--- config.mk ---
export PLATFORM = sky130hd
export DESIGN_NAME = multi_mode_led_channel_controller
export DESIGN_NICKNAME = d
export VERILOG_FILES = /design/src/hdl/mmlc_pkg.sv /design/src/hdl/mmlc_lane.sv /design/src/hdl/mmlc_merge.sv /design/src/hdl/multi_mode_led_channel_controller.sv
export SDC_FILE = /design/constraint.sdc
export NUM_CORES = 1
export LEC_CHECK = 0
export BUFFER_PORTS_ARGS = -buffer_cell sky130_fd_sc_hd__buf_2
export CAP_MARGIN = 20
export CORE_MARGIN = 2
export CORE_UTILIZATION = 43
export CTS_BUF_LIST = sky130_fd_sc_hd__clkbuf_8
export DETAILED_ROUTE_END_ITERATION = 12
export GPL_TIMING_DRIVEN = 0
export SYNTH_ARGS = -nofsm -noshare
export SYNTH_HDL_FRONTEND = slang
export SYNTH_SLANG_ARGS = --single-unit
--- constraint.sdc ---
create_clock -name i_clk -period 3.6 [get_ports i_clk]
set_input_delay 0 -clock i_clk [delete_from_list [all_inputs] [get_ports i_clk]]
set_output_delay 0 -clock i_clk [all_outputs]
set_load 0.05 [all_outputs]
--- src/hdl/mmlc_pkg.sv ---
// shared types and constants for the multi-mode led channel controller
// no dependencies; used by the lane, output stage, top level, checker and bench
`timescale 1ns / 1ps

package mmlc_pkg;

    // fixed field widths
    localparam int MAX_LANES   = 4;
    localparam int COUNT_W     = 16;
    localparam int MODE_W      = 2;
    localparam int CFG_INDEX_W = 3;
    localparam int CFG_DATA_W  = 64;

    // configuration register indexes
    localparam logic [CFG_INDEX_W-1:0] REG_MODE_SELECT    = 3'd0;
    localparam logic [CFG_INDEX_W-1:0] REG_INITIAL_LEVELS = 3'd1;
    localparam logic [CFG_INDEX_W-1:0] REG_ON_COUNTS      = 3'd2;
    localparam logic [CFG_INDEX_W-1:0] REG_OFF_COUNTS     = 3'd3;

    // lane mode codes
    localparam logic [MODE_W-1:0] MODE_CONST  = 2'd0;
    localparam logic [MODE_W-1:0] MODE_SWITCH = 2'd1;
    localparam logic [MODE_W-1:0] MODE_PWM    = 2'd2;
    localparam logic [MODE_W-1:0] MODE_HOLD   = 2'd3;

    // per-lane slice of the configuration registers
    typedef struct packed {
        logic [MODE_W-1:0]  mode;
        logic               init_level;
        logic [COUNT_W-1:0] on_count;
        logic [COUNT_W-1:0] off_count;
    } t_lane_cfg;

endpackage

--- src/hdl/mmlc_lane.sv ---
// one led lane: init/running/halted phase machine, switch history and pwm counter
// depends on mmlc_pkg
`timescale 1ns / 1ps

module mmlc_lane (
    input  logic               i_clk,
    input  logic               i_rst_n,
    input  logic               i_step,
    input  mmlc_pkg::t_lane_cfg i_cfg,
    input  logic               i_switch,
    input  logic               i_halt,
    output logic               o_level_next
);

    localparam logic [1:0] PHASE_INIT = 2'd0;
    localparam logic [1:0] PHASE_RUN  = 2'd1;
    localparam logic [1:0] PHASE_HALT = 2'd2;

    logic [1:0]                     r_phase, n_phase;
    logic                           r_level, n_level;
    logic [1:0]                     r_hist,  n_hist;
    logic [mmlc_pkg::COUNT_W-1:0]   r_count, n_count;

    always_comb begin
        n_phase = r_phase;
        n_level = r_level;
        n_hist  = r_hist;
        n_count = r_count;
        unique case (r_phase)
            PHASE_INIT: begin
                n_level = i_cfg.init_level;
                n_hist  = 2'b11;
                n_count = '0;
                n_phase = PHASE_RUN;
            end
            PHASE_RUN: begin
                if (i_halt) begin
                    n_phase = PHASE_HALT;
                end else begin
                    case (i_cfg.mode)
                        mmlc_pkg::MODE_SWITCH: begin
                            n_hist = {r_hist[0], i_switch};
                            // rising edge: previous low, newest high
                            if (n_hist == 2'b01) begin
                                n_level = ~r_level;
                            end
                        end
                        mmlc_pkg::MODE_PWM: begin
                            // a flip clears the counter, then it advances
                            if (r_level && (r_count == i_cfg.on_count)) begin
                                n_level = 1'b0;
                                n_count = mmlc_pkg::COUNT_W'(1);
                            end else if (!r_level && (r_count == i_cfg.off_count)) begin
                                n_level = 1'b1;
                                n_count = mmlc_pkg::COUNT_W'(1);
                            end else begin
                                n_count = r_count + mmlc_pkg::COUNT_W'(1);
                            end
                        end
                        default: begin
                            // constant and hold keep the level
                        end
                    endcase
                end
            end
            PHASE_HALT: begin
                if (!i_halt) begin
                    n_phase = PHASE_INIT;
                end
            end
            default: begin
                // unused phase code: lane stays put
            end
        endcase
    end

    always_ff @(posedge i_clk) begin
        if (!i_rst_n) begin
            r_phase <= PHASE_INIT;
            r_level <= 1'b0;
            r_hist  <= 2'b00;
            r_count <= '0;
        end else if (i_step) begin
            r_phase <= n_phase;
            r_level <= n_level;
            r_hist  <= n_hist;
            r_count <= n_count;
        end
    end

    assign o_level_next = n_level;

endmodule

--- src/hdl/mmlc_merge.sv ---
// merging stage: gathers lane levels into the result beat and holds it in an output register
// depends on mmlc_pkg
`timescale 1ns / 1ps

module mmlc_merge #(
    parameter int LED_LANES = 4
) (
    input  logic                           i_clk,
    input  logic                           i_rst_n,
    input  logic                           i_load,
    input  logic [LED_LANES-1:0]           i_lane_levels,
    input  logic                           i_out_stall,
    output logic                           o_out_valid,
    output logic [mmlc_pkg::MAX_LANES-1:0] o_led_levels,
    output logic                           o_busy
);

    logic                           r_valid, n_valid;
    logic [mmlc_pkg::MAX_LANES-1:0] r_levels;

    // absent lanes read as zero
    logic [mmlc_pkg::MAX_LANES-1:0] w_merged;
    assign w_merged = mmlc_pkg::MAX_LANES'(i_lane_levels);

    // register full and not being taken this cycle
    assign o_busy = r_valid && i_out_stall;

    always_comb begin
        n_valid = r_valid;
        if (i_load) begin
            n_valid = 1'b1;
        end else if (!i_out_stall) begin
            n_valid = 1'b0;
        end
    end

    always_ff @(posedge i_clk) begin
        if (!i_rst_n) begin
            r_valid <= 1'b0;
        end else begin
            r_valid <= n_valid;
        end
    end

    always_ff @(posedge i_clk) begin
        if (i_load) begin
            r_levels <= w_merged;
        end
    end

    assign o_out_valid  = r_valid;
    assign o_led_levels = r_levels;

endmodule

--- src/hdl/multi_mode_led_channel_controller.sv ---
// top level of the multi-mode led channel controller: config registers, lanes, output stage
// depends on mmlc_pkg, mmlc_lane and mmlc_merge
`timescale 1ns / 1ps

// usage
//   input channel (i_in_valid / o_in_stall): one beat is one tick, carrying a
//   switch level and a halt request bit per lane
//   output channel (o_out_valid / i_out_stall): one beat per tick with the
//   level of every lane after that tick; bits of absent lanes are zero
//   config channel (i_cfg_valid / o_cfg_ready): index 0 mode select, 1 initial
//   levels, 2 on counts, 3 off counts; other indexes are ignored; always ready,
//   write only while no tick is in flight
//   result beat: registered, appears in the cycle after the input beat is taken
//   throughput: one tick per cycle while the output is not stalled; every lane
//   updates its phase, level, switch history and 16-bit counter on each tick
//   stall: the output register holds its beat while i_out_stall is high and
//   o_in_stall rises, so no tick is taken until the beat leaves; a new tick
//   is taken in the same cycle the held beat is taken
//   reset: synchronous, active low; config registers clear to zero, every
//   lane goes to its init phase with level, history and counter at zero,
//   and the output register empties

module multi_mode_led_channel_controller #(
    parameter int LED_LANES = 4
) (
    input  logic                              i_clk,
    input  logic                              i_rst_n,
    // input channel
    input  logic                              i_in_valid,
    output logic                              o_in_stall,
    input  logic [mmlc_pkg::MAX_LANES-1:0]    i_switch_inputs,
    input  logic [mmlc_pkg::MAX_LANES-1:0]    i_halt_requests,
    // output channel
    output logic                              o_out_valid,
    input  logic                              i_out_stall,
    output logic [mmlc_pkg::MAX_LANES-1:0]    o_led_levels,
    // config channel
    input  logic                              i_cfg_valid,
    output logic                              o_cfg_ready,
    input  logic [mmlc_pkg::CFG_INDEX_W-1:0]  i_cfg_index,
    input  logic [mmlc_pkg::CFG_DATA_W-1:0]   i_cfg_data
);

    // configuration registers
    logic [2*mmlc_pkg::MAX_LANES-1:0]                r_mode_select;
    logic [mmlc_pkg::MAX_LANES-1:0]                  r_initial_levels;
    logic [mmlc_pkg::COUNT_W*mmlc_pkg::MAX_LANES-1:0] r_on_counts;
    logic [mmlc_pkg::COUNT_W*mmlc_pkg::MAX_LANES-1:0] r_off_counts;

    logic w_cfg_write;
    logic w_step;
    logic w_busy;

    logic [LED_LANES-1:0] w_lane_levels;

    assign o_cfg_ready = 1'b1;
    assign w_cfg_write = i_cfg_valid && o_cfg_ready;

    always_ff @(posedge i_clk) begin
        if (!i_rst_n) begin
            r_mode_select    <= '0;
            r_initial_levels <= '0;
            r_on_counts      <= '0;
            r_off_counts     <= '0;
        end else if (w_cfg_write) begin
            unique case (i_cfg_index)
                mmlc_pkg::REG_MODE_SELECT: begin
                    r_mode_select <= i_cfg_data[2*mmlc_pkg::MAX_LANES-1:0];
                end
                mmlc_pkg::REG_INITIAL_LEVELS: begin
                    r_initial_levels <= i_cfg_data[mmlc_pkg::MAX_LANES-1:0];
                end
                mmlc_pkg::REG_ON_COUNTS: begin
                    r_on_counts <= i_cfg_data;
                end
                mmlc_pkg::REG_OFF_COUNTS: begin
                    r_off_counts <= i_cfg_data;
                end
                default: begin
                    // unknown index: write dropped
                end
            endcase
        end
    end

    // a tick is taken whenever the output register can take its result
    assign o_in_stall = w_busy;
    assign w_step     = i_in_valid && !w_busy;

    // one lane core per led, all stepping on the same tick
    for (genvar k = 0; k < LED_LANES; k++) begin : g_lane
        mmlc_pkg::t_lane_cfg w_cfg;

        assign w_cfg.mode       = r_mode_select[2*k +: 2];
        assign w_cfg.init_level = r_initial_levels[k];
        assign w_cfg.on_count   = r_on_counts[mmlc_pkg::COUNT_W*k +: mmlc_pkg::COUNT_W];
        assign w_cfg.off_count  = r_off_counts[mmlc_pkg::COUNT_W*k +: mmlc_pkg::COUNT_W];

        mmlc_lane u_lane (
            .i_clk        (i_clk),
            .i_rst_n      (i_rst_n),
            .i_step       (w_step),
            .i_cfg        (w_cfg),
            .i_switch     (i_switch_inputs[k]),
            .i_halt       (i_halt_requests[k]),
            .o_level_next (w_lane_levels[k])
        );
    end

    // merge lane levels into the result beat
    mmlc_merge #(
        .LED_LANES (LED_LANES)
    ) u_merge (
        .i_clk         (i_clk),
        .i_rst_n       (i_rst_n),
        .i_load        (w_step),
        .i_lane_levels (w_lane_levels),
        .i_out_stall   (i_out_stall),
        .o_out_valid   (o_out_valid),
        .o_led_levels  (o_led_levels),
        .o_busy        (w_busy)
    );

endmodule

Word-level counts from Yosys, hierarchy flattened
Cells that the tools add are included.
{"block": "classes", "mux": 70, "eq_ne": 52, "addsub": 4, "bitwise": 4, "n_reduce_logical": 44}
{"op": "2-to-1 mux 16 bit", "count": 16}
{"op": "equality test 16 bit", "count": 8}
{"op": "case mux 16 bit (2 select lines)", "count": 4}
{"op": "adder 16 x 1 -> 16 bit, second input constant", "count": 4}
{"op": "AND reduction 4 bit", "count": 12}
{"op": "inequality test 2 bit, second input constant", "count": 16}
{"op": "2-to-1 mux 1 bit", "count": 26}
{"op": "equality test 2 x 1 -> 1 bit, second input constant", "count": 12}
{"op": "case mux 1 bit (2 select lines)", "count": 12}
{"op": "case mux 2 bit (3 select lines)", "count": 4}
{"op": "equality test 2 bit, second input constant", "count": 8}
{"op": "2-to-1 mux 2 bit", "count": 8}
{"op": "nonzero test 3 bit", "count": 4}
{"op": "logical AND 1 bit", "count": 10}
{"op": "inequality test 2 x 1 -> 1 bit, second input constant", "count": 5}
{"op": "logical NOT 2 bit", "count": 4}
{"op": "AND reduction 2 bit", "count": 4}
{"op": "nonzero test 2 bit", "count": 4}
{"op": "equality test 3 x 2 -> 1 bit, second input constant", "count": 2}
{"op": "logical NOT 1 bit", "count": 5}
{"op": "NOT 1 bit", "count": 4}
{"op": "equality test 3 x 1 -> 1 bit, second input constant", "count": 1}
{"op": "logical NOT 3 bit", "count": 1}
{"block": "word_totals", "out_inout_bits": 7, "in_bits": 80, "register_bits": 225, "wordCells": 196}

Longest topological paths before layout
Gate-level depths: netlist of run 1.
{"block": "logic_depth", "depth_word": 7, "ltp_mapped": 10, "depth_no_buf": 9}

Modules after synthesis
Synthesis of run 1 repeated with hierarchy kept, for this count alone.
{"block": "unflattened", "cells_unflattened": 1353, "hier_area_um2": 11848.9}
{"module": "multi_mode_led_channel_controller", "seq_area_each_um2": 2802.7, "area_per_inst_um2": 5236.3, "cells_each": 530, "n_inst": 1}
{"module": "mmlc_lane (g_lane[1].u_lane ...)", "seq_area_each_um2": 400.4, "area_per_inst_um2": 1644.1, "cells_each": 210, "n_inst": 2}
{"module": "mmlc_lane (g_lane[0].u_lane ...)", "seq_area_each_um2": 400.4, "area_per_inst_um2": 1584.0, "cells_each": 198, "n_inst": 2}
{"module": "mmlc_merge", "seq_area_each_um2": 140.1, "area_per_inst_um2": 156.4, "cells_each": 7, "n_inst": 1}

Worst setup path before layout of run 1
Ideal clock, no wire load.
{"block": "synth_path", "path_kind": "flip-flop to flip-flop", "start": "register g_lane[0].u_lane.r_phase[1]", "end": "register g_lane[0].u_lane.r_count[13] (netlist name)", "required_ns": 3.530, "stages_incl_launch_ff": 9, "n_path_buf": 0, "setup_ns": 0.070, "synth_period_minus_slack_ns": 2.034, "arrival_time_ns": 1.964, "path_slack_ns": 1.566, "path_cell_list": "dfxtp_1 -> inv_1 -> ha_1 -> nand2b_1 -> a2111o_1 -> nor2_1 -> nand4_1 -> or3_1 -> a21oi_1"}
{"block": "synth_via", "elab_chain_cells": 3, "elab_cells_between_ends": 7, "classes_between": "eq/ne: 3; mux: 1; reduce/logical: 3"}
{"item": "from (decl)", "line_no": "mmlc_lane.sv:19", "text": "logic [1:0] r_phase, n_phase;"}
{"item": "from (signal assigned)", "line_no": "mmlc_lane.sv:84", "text": "r_phase <= n_phase;"}
{"item": "equality test 2 x 1 -> 1 bit / logical NOT 2 bit (equally long branches)", "line_no": "mmlc_lane.sv:29", "text": "unique case (r_phase)"}
{"item": "inequality test 2 x 1 -> 1 bit (no line) (tied with other cells)"}
{"item": "AND reduction 4 bit (no line)"}
{"item": "to (signal assigned)", "line_no": "mmlc_lane.sv:87", "text": "r_count <= n_count;"}
{"item": "to (decl)", "line_no": "mmlc_lane.sv:22", "text": "logic [mmlc_pkg::COUNT_W-1:0] r_count, n_count;"}
Parallel ways exist; a longest one is shown, timed or not.
A chain may end at the register's enable or synchronous reset.

Final worst setup path of run 1
{"block": "layout_path", "start": "register g_lane[0].u_lane.r_count[2] (netlist name)", "end": "register g_lane[0].u_lane.r_count[5] (netlist name)"}
{"block": "layout_via", "elab_chain_cells": 7, "elab_cells_between_ends": 10, "classes_between": "add/sub: 1; eq/ne: 2; mux: 5; reduce/logical: 2"}
{"item": "branches (longest 3 deep; another with adder 16 x 1 -> 16 bit)"}
{"item": "2-to-1 mux 16 bit *", "line_no": "mmlc_lane.sv:50", "text": "if (r_level && (r_count == i_cfg.on_count)) begin"}
{"item": "2-to-1 mux 16 bit *", "line_no": "mmlc_lane.sv:40", "text": "case (i_cfg.mode)"}
{"item": "2-to-1 mux 16 bit *", "line_no": "mmlc_lane.sv:37", "text": "if (i_halt) begin"}
{"item": "case mux 16 bit (2 select lines) *", "line_no": "mmlc_lane.sv:29"}
Mark *: on every way between the ends. The select of a mux whose other input is x is not followed.

==> results.txt, run 1 <==
* Initial cell density of the core: 44.1%
* Most frequent CP cell: sky130_fd_sc_hd__nand2_1
- Switching fraction of total power: 26.6%
* Register bit count reported by yosys: 225
- Maximum Capacitance Violations: 0
- Among all cell types in the netlist, the one instantiated most often is sky130_fd_sc_hd__nand2_1.
* CTS clk-pin slew, worst paths: 0.06 ns
* Critical Path Max Stage Delay: 0.55 ns
- The tree is rooted in a sky130_fd_sc_hd__clkbuf_8.
- The critical path in this run is classified as reg -> reg.
* Post-Syn Area per Cell: 7.92 um^2
* Post-Syn Instances: 1410
* Startpoint Class: flop
- In this run the cell area of the synthesized design comes to 11200 um^2.
* Post-detail-place hpwl: 22.5 mm
- TritonCTS clock tree: built
* Async SR Flop Fraction: 0%
* Number of global-route vias before repair: 9700
* Vert. Die Dim: 165 um
- Share of the core filled with cells in the final layout: 53.9%
* Library cells used by synthesis: 68
* RSZ-0062 raised after global routing: no
- At the worst endpoint, the required time is 4.01 ns.
- Highest-delay cell along the critical path: sky130_fd_sc_hd__nor4_1
- All-Layer GR Usage: 23.3%
- Type of element capturing the critical path: flop
- Final-report hold violation count: 0
- Std-Cell Rows: 58
* Diode insertion count for antenna repair: 0
- Fraction of layout cells with a size suffix above 1: 11.2%
- Global-route wire length before repair: 50.5 mm
* Drt first pass iters: 5
* Number of buffers added on ports: 83
- Power spread over the standard cell area amounts to 416 nW/um^2.
- Sequential share of the synthesized area: 40.7%
* Maximum clock path buffer count: 3
* Area growth from synthesis to layout: 22.2%
- Along the worst path, the maximum fanout reaches 10.
- For the worst-skew pair, the clock arrives at the later sink with an insertion delay of 0.54 ns.
- The worst hold path belongs to the class in -> reg.
* Share of total power in the clock network: 43.3%
- CTS saw 225 sinks.
- Summed over all cells, the static leakage comes to 5.10 nW.
- Together, buffers and inverters on the worst path number 1.
- Most instantiated cells after synthesis: 349 x sky130_fd_sc_hd__nand2_1, 221 x sky130_fd_sc_hd__dfxtp_1, 163 x sky130_fd_sc_hd__a21oi_1
- Synthesis produced a netlist with a net count of 1518.
* Drt total wl: 31.8 mm
* Net switching power: 0.00151 W
* Cells taking the most area after synthesis: sky130_fd_sc_hd__dfxtp_1 40%, sky130_fd_sc_hd__nand2_1 12%, sky130_fd_sc_hd__xnor2_1 8.4%
* Routed via count: 10300
- Final Critical Period: 2.65 ns
- Maximum clock rate: 0.377 GHz
- The internal portion of the total power is 0.00417 W.
- The worst path uses 73.7% of the clock period.
- Top delay family on crit path: simple AND/OR/NAND/NOR gates
* Sum Neg Setup Slack: 0 ns
- Sequential cells account for 45.7% of the total power.
- At the pin with the least slew margin, the transition time is 1.12 ns.
- Gates resized during post-CTS repair numbered 0.
- Number of ports placed on the die boundary: 87
- Final-report setup violation count: 0
- At the worst endpoint, the arrival time is 3.06 ns.
- Across the VDD grid, the largest voltage drop is 0.000307 V.
* Status: finished, final reports clean
- Gp weighted congestion: 0.823
* Area of the die: 27300 um^2
- Pin count of the biggest net entering global routing: 14
* Tot Pwr: 0.00567 W
- The detail route stage leaves a number of antenna-violating nets equal to 0.
- Number of antenna violations at the first check in global routing: 0
* Cell type with the highest aggregate area in the netlist: sky130_fd_sc_hd__dfxtp_1
- After detailed routing, the number of remaining DRC violations is 0.
* Horizontal die dimension: 165 um
- Global routing finished with a remaining overflow of 0.
* Maximum level of the CTS H-tree: 2
* Final nets: 1724
- DRT iter0 DRCs: 753
* CTS buffer count: 40
- Top_reg_cell synth: sky130_fd_sc_hd__dfxtp_1
- The critical path goes through clkbuf_1 -> xor2_1 -> nor4_1 -> nand4_1 -> o221ai_2 -> nand2_1 -> nand2_1 -> nor2_1.
* Share of power burned in combinational logic: 11.0%
- Number of placed cells counting well taps: 1824
- The worst pin sits at a relative slew slack of 23.5%.
- Leaving out filler cells and counting taps, the final layout contains 1978.
* Area of the core region: 25300 um^2
* Per-cell via count in the routed design: 5.20
- Max-slew violation count: 0
- Number of enable-type register cells in the synthesized netlist: 4
- Synth warn: 0
- Share of Yosys cell area claimed by the top area cell type: 39.6%
- Dividing the detail-routed wire length by the instance count gives 16.1 um.
- Fin Clk Skew: 0.0148 ns
- Number of inserted filler cells in the final layout: 2454
## registers in the layout (all words and copies together), names as in the netlist
signal	cells
g_lane.u_lane.r_phase	8
g_lane.u_lane.r_level	4
r_on_counts	64
r_mode_select	8
g_lane.u_lane.r_count	64
u_merge.o_led_levels	4
u_merge.o_out_valid	1
r_initial_levels	4
r_off_counts	64
g_lane.u_lane.r_hist	4
## cell families after synthesis
| kind of cell | share of synthesized area, % |
|---|---|
| AND/OR/NAND/NOR | 24.0 |
| adder cells (fa/ha/maj) | 3.14 |
| AO/OA/AOI/OAI | 14.4 |
| buffers and inverters | 4.59 |
| flip-flops | 40.7 |
| other | 0.0336 |
| multiplexers | 1.43 |
| XOR/XNOR | 11.8 |
## routing by layer
layer / GRT usage [%] / vias to the layer above / routed length (um)
li1: - / 5174 / -
met1: 32.6 / 4798 / 15300
met2: 37.8 / 270 / 14100
met3: 3.60 / 48 / 1740
met4: 5.65 / 0 / 591
met5: 0 / - / 0
## layout make-up
class                   count  area (um^2)  share of cell area [%]
inverters                  28          105                   0.770
plain buffers              93          408                    2.99
well taps                 330          413                    3.03
repair buffers            164         1220                    8.97
multi-input cells        1064         6110                    44.8
clock inverters            22          123                   0.899
clock buffers              52          716                    5.24
flip-flops and latches    225         4540                    33.3
## power groups by stage
stage          clock network, W  logic [W]  registers, W
6_report                0.00246   0.000622       0.00259
5_1_grt                 0.00263   0.000686       0.00260
4_1_cts                 0.00251   0.000618       0.00259
3_5_place_dp                  0   0.000546       0.00265
3_3_place_gp                  0   0.000542       0.00265
2_1_floorplan                 0   0.000338       0.00265
## repair_timing
item / in CTS / in global routing
buffers inserted: 0 / 0
setup endpoints to repair: 0 / 0
hold endpoints to repair: 156 / 0
hold buffers: 80 / 0
## worst min-delay path: stages
cell                       delay (ns)
sky130_fd_sc_hd__clkbuf_1        0.16
sky130_fd_sc_hd__nand2_1         0.09
sky130_fd_sc_hd__nor2_1          0.11
sky130_fd_sc_hd__mux2i_1         0.14
sky130_fd_sc_hd__nor2_1          0.07
## through the flow
stage	worst slack [ns]	hold WS, ns	area, um^2
final	0.946	0.0638	13600
after CTS	1.01	0.0275	13600
after detailed placement	1.02	0.233	12000
after global placement	1.05	0.220	12000
after global routing	0.741	0.0930	13600
after floorplan	1.57	0.124	11200
## worst paths after layout
check / cells after the start / end / from / slack [ns]
setup / recovery: 8 / g_lane[0].u_lane.r_count[5] / g_lane[0].u_lane.r_count[2] / 0.95
hold reg to reg: 2 / r_on_counts[46] / r_on_counts[46] / 0.47
setup reg to reg: 8 / g_lane[0].u_lane.r_count[5] / g_lane[0].u_lane.r_count[2] / 0.95
hold / removal: 5 / r_initial_levels[2] / i_cfg_index[0] / 0.06
## layout by cell type (no fill, tap or decap), types with 28 or more instances in the layout
| cell type | instances |
|---|---|
| sky130_fd_sc_hd__inv_1 | 42 |
| sky130_fd_sc_hd__xnor2_1 | 107 |
| sky130_fd_sc_hd__nand3_1 | 40 |
| sky130_fd_sc_hd__ha_1 | 28 |
| sky130_fd_sc_hd__xor2_1 | 43 |
| sky130_fd_sc_hd__dfxtp_1 | 221 |
| sky130_fd_sc_hd__clkbuf_8 | 52 |
| sky130_fd_sc_hd__nand2_1 | 349 |
| sky130_fd_sc_hd__clkbuf_1 | 59 |
| sky130_fd_sc_hd__o21ai_0 | 29 |
| sky130_fd_sc_hd__nand4_1 | 36 |
| sky130_fd_sc_hd__buf_2 | 102 |
| sky130_fd_sc_hd__a21oi_1 | 163 |
| sky130_fd_sc_hd__dlygate4sd3_1 | 80 |
| sky130_fd_sc_hd__nor2_1 | 71 |
(Power assumes the default switching activity.)
==> run 2: changes to the inputs <==
--- a/config.mk
+++ b/config.mk
@@ -5,6 +5,7 @@
 export SDC_FILE = /design/constraint.sdc
 export NUM_CORES = 1
 export LEC_CHECK = 0
+export ABC_AREA = 1
 export BUFFER_PORTS_ARGS = -buffer_cell sky130_fd_sc_hd__buf_2
 export CAP_MARGIN = 20
 export CORE_MARGIN = 2
==> constraint.sdc (replaced) <==
create_clock -name i_clk -period 2.3 [get_ports i_clk]
set_input_delay 0 -clock i_clk [delete_from_list [all_inputs] [get_ports i_clk]]
set_output_delay 0 -clock i_clk [all_outputs]
set_load 0.05 [all_outputs]
==> results.txt, run 2 <==
- The buffer and inverter count on the worst path was 4 (+3).
* Highest-delay cell along the critical path: sky130_fd_sc_hd__o21ai_2
- Leaving out fill and tap cells, the most frequent cells in the layout are 445 x sky130_fd_sc_hd__nand2_1, 240 x sky130_fd_sc_hd__inv_1, 221 x sky130_fd_sc_hd__dfxtp_1.
- Yosys instantiated no cell more often than sky130_fd_sc_hd__nand2_1.
* Share of power burned in combinational logic: 14.0% (+3.0 points)
- Type of element capturing the critical path: flop
- Drt total wl: 34.7 mm (+9.2%)
- Post-detail-place hpwl: 24.5 mm (+8.9%)
* Maximum Capacitance Violations: 0 (unchanged)
* Maximum clock rate: 0.469 GHz (+24%)
- The count of flip-flops with a built-in enable after synthesis was 4 (unchanged).
- The height of the die came to 170 um (+2.6%).
* Pin count of the biggest net entering global routing: 14 (unchanged)
* Mapped Nets: 1873 (+23%)
- Most frequent CP cell: sky130_fd_sc_hd__inv_1
- Count of non-filler cells in the finished layout: 2353 (+19%)
- The final RePlAce weighted congestion is 0.824 (about the same).
* Post-detailed-route DRC marker count: 0 (unchanged)
- The wire length of the first global-routing pass was 55.5 mm (+10%).
- The min-delay analysis places its worst path in the category in -> reg.
* Clk root buf: sky130_fd_sc_hd__clkbuf_8
* Post-CTS repair timing setup buffer count: 0 (unchanged)
* Power density of the placed cells: 646 nW/um^2 (+55%)
* Status: finished, final reports clean
- The pin slew with the least headroom to its limit is 0.819 ns (-0.299 ns).
* Number of buffers added on ports: 84 (+1.2%)
* Number of ports placed on the die boundary: 87 (unchanged)
- Area of the die: 28700 um^2 (+5.4%)
- Leaving out fill and tap cells, the most frequent cell in the layout is sky130_fd_sc_hd__nand2_1.
- Depth of the worst register-to-register path: 9 (+1)
- Async SR Flop Fraction: 0% (unchanged)
- Hold path startpoint: i_cfg_index[0]
* Standby leakage power: 6.09 nW (+19%)
* Worst-case register-to-register setup slack: 0.17 ns (-0.78 ns)
- The hold violation count in the final report came to 0 (unchanged).
- The minimum period implied by the final worst setup slack was 2.13 ns (-0.521 ns).
* Initial cell density of the core: 43.7% (-0.38 points)
* Insertion delay to the later sink of the worst-skew pair: 0.54 ns (about the same)
- The worst ir drop on vdd is 0.000339 V (+10%).
* RSZ-0062 raised after global routing: no
- The x dimension of the die is 170 um (+2.6%).
- The worst clock skew is 0.0136 ns (-0.00116 ns).
* Top_reg_cell synth: sky130_fd_sc_hd__dfxtp_1
- The switching share of power was 28.4% (+1.9 points).
- The maximum fanout encountered on the critical timing path came to 10 (unchanged).
- The count of antenna-violating nets left after detailed routing came to 0 (unchanged).
- Worst-case headroom to the max-slew limit: 45.4% (+22 points)
* Most instantiated cells after synthesis: 445 x sky130_fd_sc_hd__nand2_1, 223 x sky130_fd_sc_hd__inv_1, 221 x sky130_fd_sc_hd__dfxtp_1
* Synth warn: 0 (unchanged)
- The post-synthesis sequential area ratio was 38.6% (-2.1 points).
- DRT iter0 DRCs: 717 (-4.8%)
- Number of placed cells counting well taps: 2190 (+20%)
- The final period utilization is 92.8% (+19 points).
* Routed via count: 11800 (+15%)
- End point of the most critical hold path: r_initial_levels[0]
- The number of cells traversed by the worst hold path is 6 (+1).
* Per-cell via count in the routed design: 5.02 (-3.5%)
- Worst Path Class, Setup: reg -> reg
- TritonCTS built the clock tree.
- Area of the core region: 27000 um^2 (+6.4%)
- The part of the total power dissipated in sequential elements is 44.9% (-0.8 points).
* Data required time at the worst endpoint: 2.72 ns (-1.29 ns)
* Top delay family on crit path: buffers and inverters
- The number of max-slew violations in the final report came to 0 (unchanged).
- Post-Syn Area per Cell: 6.68 um^2 (-16%)
- The total standard cell area after synthesis came to 11800 um^2 (+5.5%).
- The number of setup violations in the final report is 0 (unchanged).
- The synthesized netlist cell count came to 1765 (+25%).
* Startpoint Class: flop
- The portion of total power attributed to the clock network came to 41.1% (-2.2 points).
- The endpoint identified for the worst register-to-register timing path is g_lane[1].u_lane.r_count[8].
* CTS buffer count: 42 (+5.0%)
- The clock transition time at the flip-flop clock pins of the worst setup and hold paths came to 0.06 ns (about the same).
* Diode insertion count for antenna repair: 0 (unchanged)
* Clock sink count: 225 (unchanged)
- The sum of overflow across all layers after global routing came to 0 (unchanged).
- Area growth from synthesis to layout: 21.8%
- Number of antenna violations at the first check in global routing: 0 (unchanged)
- The number of iterations in the first detailed-routing pass is 5 (unchanged).
- Fraction of layout cells with a size suffix above 1: 11.2% (+0.068 points)
- Sum Neg Setup Slack: 0 ns (unchanged)
- Traced cell by cell, the critical path runs through inv_1 -> ha_1 -> inv_1 -> nand2_1 -> o21ai_2 -> inv_2 -> buf_2 -> nor4_1 -> nor3_1.
- The number of core rows came to 60 (+3.4%).
- Final nets: 2090 (+21%)
- All-Layer GR Usage: 24.0% (+0.65 points)
- The number of flip-flops and latches in the synthesized netlist was 225 (unchanged).
- Critical Path Max Stage Delay: 0.39 ns (-0.16 ns)
* Maximum clock path buffer count: 3 (unchanged)
- Internal power: 0.00663 W (+59%)
* Cells taking the most area after synthesis: sky130_fd_sc_hd__dfxtp_1 38%, sky130_fd_sc_hd__nand2_1 14%, sky130_fd_sc_hd__o21ai_0 7.7%
- Maximum level of the CTS H-tree: 2 (unchanged)
- Data arrival time of the critical path: 2.55 ns (-0.51 ns)
- The biggest area contributor in the post-synthesis netlist is sky130_fd_sc_hd__dfxtp_1.
- The area share of the largest cell type after synthesis came to 37.5% (-2.1 points).
- Library cells used by synthesis: 49 (-28%)
- Tot Pwr: 0.00926 W (+63%)
- The number of global-route vias before repair came to 11100 (+15%).
- The worst register-to-register path begins at g_lane[1].u_lane.r_phase[1].
* Largest registers ranked by flip-flop count: g_lane.u_lane.r_count: 64 flops, r_off_counts: 64 flops, r_on_counts: 64 flops
- Net switching power: 0.00263 W (+75%)
* Avg WL per Cell: 14.7 um (-8.2%)
-- run 2: cell count changes after synthesis, moves of 17 or more --
| cell | previous run | this run |
|---|---|---|
| sky130_fd_sc_hd__inv_1 | 28 | 223 |
| sky130_fd_sc_hd__o21ai_0 | 29 | 182 |
| sky130_fd_sc_hd__nor2_1 | 71 | 194 |
| sky130_fd_sc_hd__xor2_1 | 43 | 18 |
| sky130_fd_sc_hd__clkbuf_1 | 59 | 42 |
| sky130_fd_sc_hd__nor3_1 | 9 | 39 |
| sky130_fd_sc_hd__nand2_1 | 349 | 445 |
| sky130_fd_sc_hd__xnor2_1 | 107 | 20 |
| sky130_fd_sc_hd__nand4_1 | 36 | 17 |
-- run 2: per-layer routing --
metal | global-route usage, % | vias to the layer above | wire [um]
li1 | - | 6069 | -
met1 | 31.7 | 5421 | 16400
met2 | 40.8 | 267 | 16000
met3 | 3.47 | 54 | 1570
met4 | 7.10 | 0 | 765
met5 | 0 | - | 0
-- run 2: tightest hold or removal path: stages --
cell	delay (ns)
sky130_fd_sc_hd__buf_2	0.14
sky130_fd_sc_hd__inv_1	0.08
sky130_fd_sc_hd__nor3_1	0.08
sky130_fd_sc_hd__inv_1	0.11
sky130_fd_sc_hd__nor2_1	0.05
sky130_fd_sc_hd__nor2_1	0.08
-- run 2: worst max-delay path by stage --
stage	depth (start not counted)	slack, ns	to	startpoint
3_5_place_dp	9	0.19	g_lane[1].u_lane.r_count[8]	g_lane[1].u_lane.r_phase[1]
5_1_grt	9	0.007	g_lane[1].u_lane.r_count[8]	g_lane[1].u_lane.r_phase[1]
6_report	9	0.17	g_lane[1].u_lane.r_count[8]	g_lane[1].u_lane.r_phase[1]
2_1_floorplan	10	0.54	g_lane[1].u_lane.r_count[1]	u_merge.o_out_valid
3_3_place_gp	9	0.22	g_lane[1].u_lane.r_count[8]	g_lane[1].u_lane.r_phase[1]
4_1_cts	7	0.05	g_lane[1].u_lane.r_hist[0]	u_merge.o_out_valid
-- run 2: power by group through the flow --
stage	sequential [W]	clock [W]	combinational [W]
4_1_cts	0.00416	0.00389	0.00130
2_1_floorplan	0.00425	0	0.000759
3_5_place_dp	0.00424	0	0.00118
3_3_place_gp	0.00424	0	0.00117
5_1_grt	0.00417	0.00408	0.00146
6_report	0.00416	0.00381	0.00130
-- run 2: cell type report --
cell class,count,area [um^2]
plain buffers,63,295
clock buffers,54,743
clock inverters,20,81.3
fillers,2743,12600
inverters,238,893
multi-input cells,1239,6050
flip-flops and latches,225,4540
well taps,341,427
repair buffers,173,1310
-- run 2: logic make-up after synthesis --
group / Yosys count / synth area share, %
compound gates: 377 / 17.1
xor+xnor: 38 / 2.82
fa+ha+maj: 28 / 2.97
buf+inv: 301 / 10.1
flops: 225 / 38.6
other cells: 1 / 0.0318
simple gates: 795 / 28.4
-- run 2: through the flow --
stage	area, um^2	worst slack [ns]	hold WS (ns)	utilization, %
floorplan	11800	0.543	0.135	-
finish	14300	0.166	0.0402	53.2
detailed placement	12600	0.187	0.250	46.9
global placement	12600	0.221	0.244	46.9
CTS	14300	0.0545	0.00254	53.2
global route	14300	0.00676	0.0863	53.2
-- run 2: what timing repair did --
item | in CTS | in global routing
resized for setup | 0 | 2
setup endpoints to repair | 0 | 1
hold buffers | 89 | 0
hold endpoints to repair | 163 | 0
==> run 3: changes to the inputs <==
--- a/config.mk
+++ b/config.mk
@@ -6,12 +6,12 @@
 export NUM_CORES = 1
 export LEC_CHECK = 0
 export ABC_AREA = 1
-export BUFFER_PORTS_ARGS = -buffer_cell sky130_fd_sc_hd__buf_2
 export CAP_MARGIN = 20
 export CORE_MARGIN = 2
 export CORE_UTILIZATION = 43
 export CTS_BUF_LIST = sky130_fd_sc_hd__clkbuf_8
 export DETAILED_ROUTE_END_ITERATION = 12
+export DONT_BUFFER_PORTS = 1
 export GPL_TIMING_DRIVEN = 0
 export SYNTH_ARGS = -nofsm -noshare
 export SYNTH_HDL_FRONTEND = slang
==> constraint.sdc (replaced) <==
create_clock -name i_clk -period 2.7 [get_ports i_clk]
set_input_delay 0 -clock i_clk [delete_from_list [all_inputs] [get_ports i_clk]]
set_output_delay 0 -clock i_clk [all_outputs]
set_load 0.05 [all_outputs]
==> results.txt, run 3 (synthesis gave the netlist of run 2 again) <==
* Status: finished, final reports clean
- Worst-case headroom to the max-slew limit: 41.9% (-3.5 points)
- The count of port buffers added during placement was 0 (-100%).
- The fraction of layout instances using a drive strength above 1 came to 7.60% (-3.6 points).
- Internal power: 0.00586 W (-12%)
* Power density of the placed cells: 580 nW/um^2 (-10%)
- Routed via count: 11600 (-2.1%)
- Drt first pass iters: 7 (+2)
- Sum Neg Setup Slack: 0 ns (unchanged)
* Critical Path Max Stage Delay: 0.65 ns (+0.26 ns)
* Std-Cell Rows: 60 (unchanged)
- Type of element capturing the critical path: flop
- Number of ports placed on the die boundary: 87 (unchanged)
- Final Critical Period: 2.40 ns (+0.266 ns)
- The total number of clock tree sinks came to 225 (unchanged).
- The per-cell routed wire length is 15.3 um (+4.0%).
- The worst endpoint required time was 3.15 ns (+0.43 ns).
* RSZ-0062 raised after global routing: no
* Global route total overflow: 0 (unchanged)
* Max-slew violation count: 0 (unchanged)
- The worst ir drop on vdd is 0.000326 V (-3.9%).
- Net switching power: 0.00226 W (-14%)
- Post-detailed-route DRC marker count: 0 (unchanged)
* Slew at the pin closest to its max-slew limit: 0.871 ns (+0.0521 ns)
* Insertion delay to the later sink of the worst-skew pair: 0.55 ns (about the same)
- The depth of the worst register-to-register path came to 8 (-1).
- Drt total wl: 34.9 mm (+0.69%)
- The clock transition time at the flip-flop clock pins of the worst setup and hold paths was 0.06 ns (about the same).
- The total of max-cap violations was 0 (unchanged).
* Final nets: 2008 (-3.9%)
* Vert. Die Dim: 170 um (unchanged)
* Number of placed cells counting well taps: 2106 (-3.8%)
* Highest-delay cell along the critical path: sky130_fd_sc_hd__dfxtp_1
* Top library cells by usage in the layout, fill and taps aside: 445 x sky130_fd_sc_hd__nand2_1, 240 x sky130_fd_sc_hd__inv_1, 221 x sky130_fd_sc_hd__dfxtp_1
- Clk root buf: sky130_fd_sc_hd__clkbuf_8
* Global-route wire length before repair: 56.3 mm (+1.4%)
- DRT iter0 DRCs: 710 (-0.98%)
* Worst R2R End: g_lane[3].u_lane.r_hist[0]
- End point of the most critical hold path: r_off_counts[6]
- Area of the die: 28700 um^2 (unchanged)
* Maximum clock rate: 0.417 GHz (-11%)
- Final-report hold violation count: 0 (unchanged)
- Data arrival time of the critical path: 2.85 ns (+0.30 ns)
- The count of antenna-violating nets left after detailed routing was 0 (unchanged).
- The most critical setup path has its startpoint at u_merge.o_out_valid.
* Share of power burned in combinational logic: 12.4% (-1.6 points)
- In the final layout, the registers with the most flip-flops are g_lane.u_lane.r_count: 64 flops, r_off_counts: 64 flops, r_on_counts: 64 flops.
- The floorplan core area was 27000 um^2 (unchanged).
- The signal on the critical path passes through nand2_2 -> nand2_4 -> inv_1 -> clkbuf_2 -> nand3_1 -> nor3_1 -> dlygate4sd3_1 -> a211oi_1.
- CP Max Fanout: 13 (+3)
- The final RePlAce weighted congestion was 0.817 (-0.87%).
- Post-detail-place hpwl: 24.5 mm (about the same)
- The startpoint identified for the worst hold timing path is i_cfg_index[1].
- The tightest min-delay check is of the in -> reg type.
* Proportion of power drawn by flip-flops and latches: 44.0% (-0.9 points)
- Total area of multi-input combinational cells: 6050 um^2 (unchanged)
- Worst Path Class, Setup: reg -> reg
- STA classifies the critical path startpoint as a flop.
- Number of antenna violations at the first check in global routing: 3 (+3)
- The number of setup violations in the final report was 0 (unchanged).
- Horizontal die dimension: 170 um (unchanged)
- In this run the critical register-to-register path is launched from u_merge.o_out_valid.
- Area occupied by registers: 4540 um^2 (unchanged)
- Pin count of the biggest net entering global routing: 14 (unchanged)
* Fin Clk Skew: 0.0321 ns (+0.0185 ns)
- The initial core utilization came to 43.7% (unchanged).
- Number of inserted filler cells in the final layout: 2764 (+0.77%)
- Worst hold path stage count: 4 (-2)
* CTS buffer count: 44 (+4.8%)
- Period utilisation layout: 88.9% (-3.9 points)
* All-Layer GR Usage: 24.4% (+0.42 points)
- The switching share of power was 27.9% (-0.59 points).
* Tot Pwr: 0.00813 W (-12%)
* Area growth from synthesis to layout: 19.0%
* Share of total power in the clock network: 43.6% (+2.5 points)
- The number of global-route vias before repair was 11000 (-1.6%).
* Maximum level of the CTS H-tree: 2 (unchanged)
* Worst-case register-to-register setup slack: 0.30 ns (+0.13 ns)
* Count of non-filler cells in the finished layout: 2277 (-3.2%)
- TritonCTS clock tree: built
- The maximum buffer depth of the clock tree came to 3 (unchanged).
- Most common cell after layout, fill and taps aside: sky130_fd_sc_hd__nand2_1
- The leakage dissipation came to 5.80 nW (-4.7%).
* Per-cell via count in the routed design: 5.08 (+1.2%)
[run 3: cell types whose count changed in the layout (fill, tap and decap cells not counted)]
cell	delta
sky130_fd_sc_hd__clkinvlp_4	-1
sky130_fd_sc_hd__bufinv_16	+2
sky130_fd_sc_hd__clkbuf_8	+2
sky130_fd_sc_hd__diode_2	+3
sky130_fd_sc_hd__clkinv_2	+2
sky130_fd_sc_hd__buf_2	-84
[run 3: how the worst max path moves through the flow]
stage,end,slack (ns),depth (start not counted)
after floorplan,g_lane[1].u_lane.r_count[1],0.94,10
after global placement,g_lane[1].u_lane.r_count[8],0.54,9
after detailed placement,g_lane[3].u_lane.r_count[8],0.53,8
after CTS,g_lane[3].u_lane.r_hist[0],0.07,8
after global routing,g_lane[3].u_lane.r_hist[0],0.18,8
final,g_lane[3].u_lane.r_hist[0],0.30,8
[run 3: area by class of cell]
| class | count | area share [%] |
|---|---|---|
| inverters | 238 | 6.37 |
| clock inverters | 23 | 1.03 |
| well taps | 341 | 3.04 |
| clock buffers | 56 | 5.50 |
| repair buffers | 89 | 6.35 |
| multi-input cells | 1239 | 43.2 |
| plain buffers | 63 | 2.11 |
| flip-flops and latches | 225 | 32.4 |
| diodes | 3 | 0.0535 |
[run 3: power by group through the flow]
| stage | registers [W] | clock network (W) | logic, W |
|---|---|---|---|
| 6_report | 0.00358 | 0.00354 | 0.00101 |
| 3_3_place_gp | 0.00365 | 0 | 0.000861 |
| 3_5_place_dp | 0.00365 | 0 | 0.000872 |
| 4_1_cts | 0.00358 | 0.00363 | 0.00100 |
| 5_1_grt | 0.00359 | 0.00379 | 0.00113 |
| 2_1_floorplan | 0.00362 | 0 | 0.000647 |
[run 3: metrics by stage]
stage	utilization [%]	hold slack (ns)	area [um^2]	setup WS, ns
2_1_floorplan	-	0.135	11800	0.943
3_3_place_gp	45.3	0.138	12200	0.541
3_5_place_dp	45.3	0.144	12200	0.528
4_1_cts	52.0	0.0257	14000	0.0688
5_1_grt	52.0	0.122	14000	0.185
6_report	52.0	0.0766	14000	0.300
[run 3: worst max-delay path: cells and delay by family, from the launching register on]
| family | cells | cell delay (ns) |
|---|---|---|
| AOI/OAI and AO/OA | 1 | 0.15 |
| and+or+nand+nor | 4 | 0.54 |
| DFF | 1 | 0.65 |
| buffers and inverters | 3 | 0.97 |
[run 3: metal layers]
layer	routed length, um	up-vias	GRT usage (%)
li1	-	5920	-
met1	16400	5338	32.5
met2	16100	246	40.7
met3	1730	62	4.27
met4	729	0	7.06
met5	0	-	0
[run 3: what timing repair did]
action / 4_1_cts / 5_1_grt
endpoints found under the setup margin: 0 / 1
hold endpoints to repair: 185 / 0
resized for setup: 0 / 2
hold buffers: 89 / 0
buffers inserted: 0 / 0
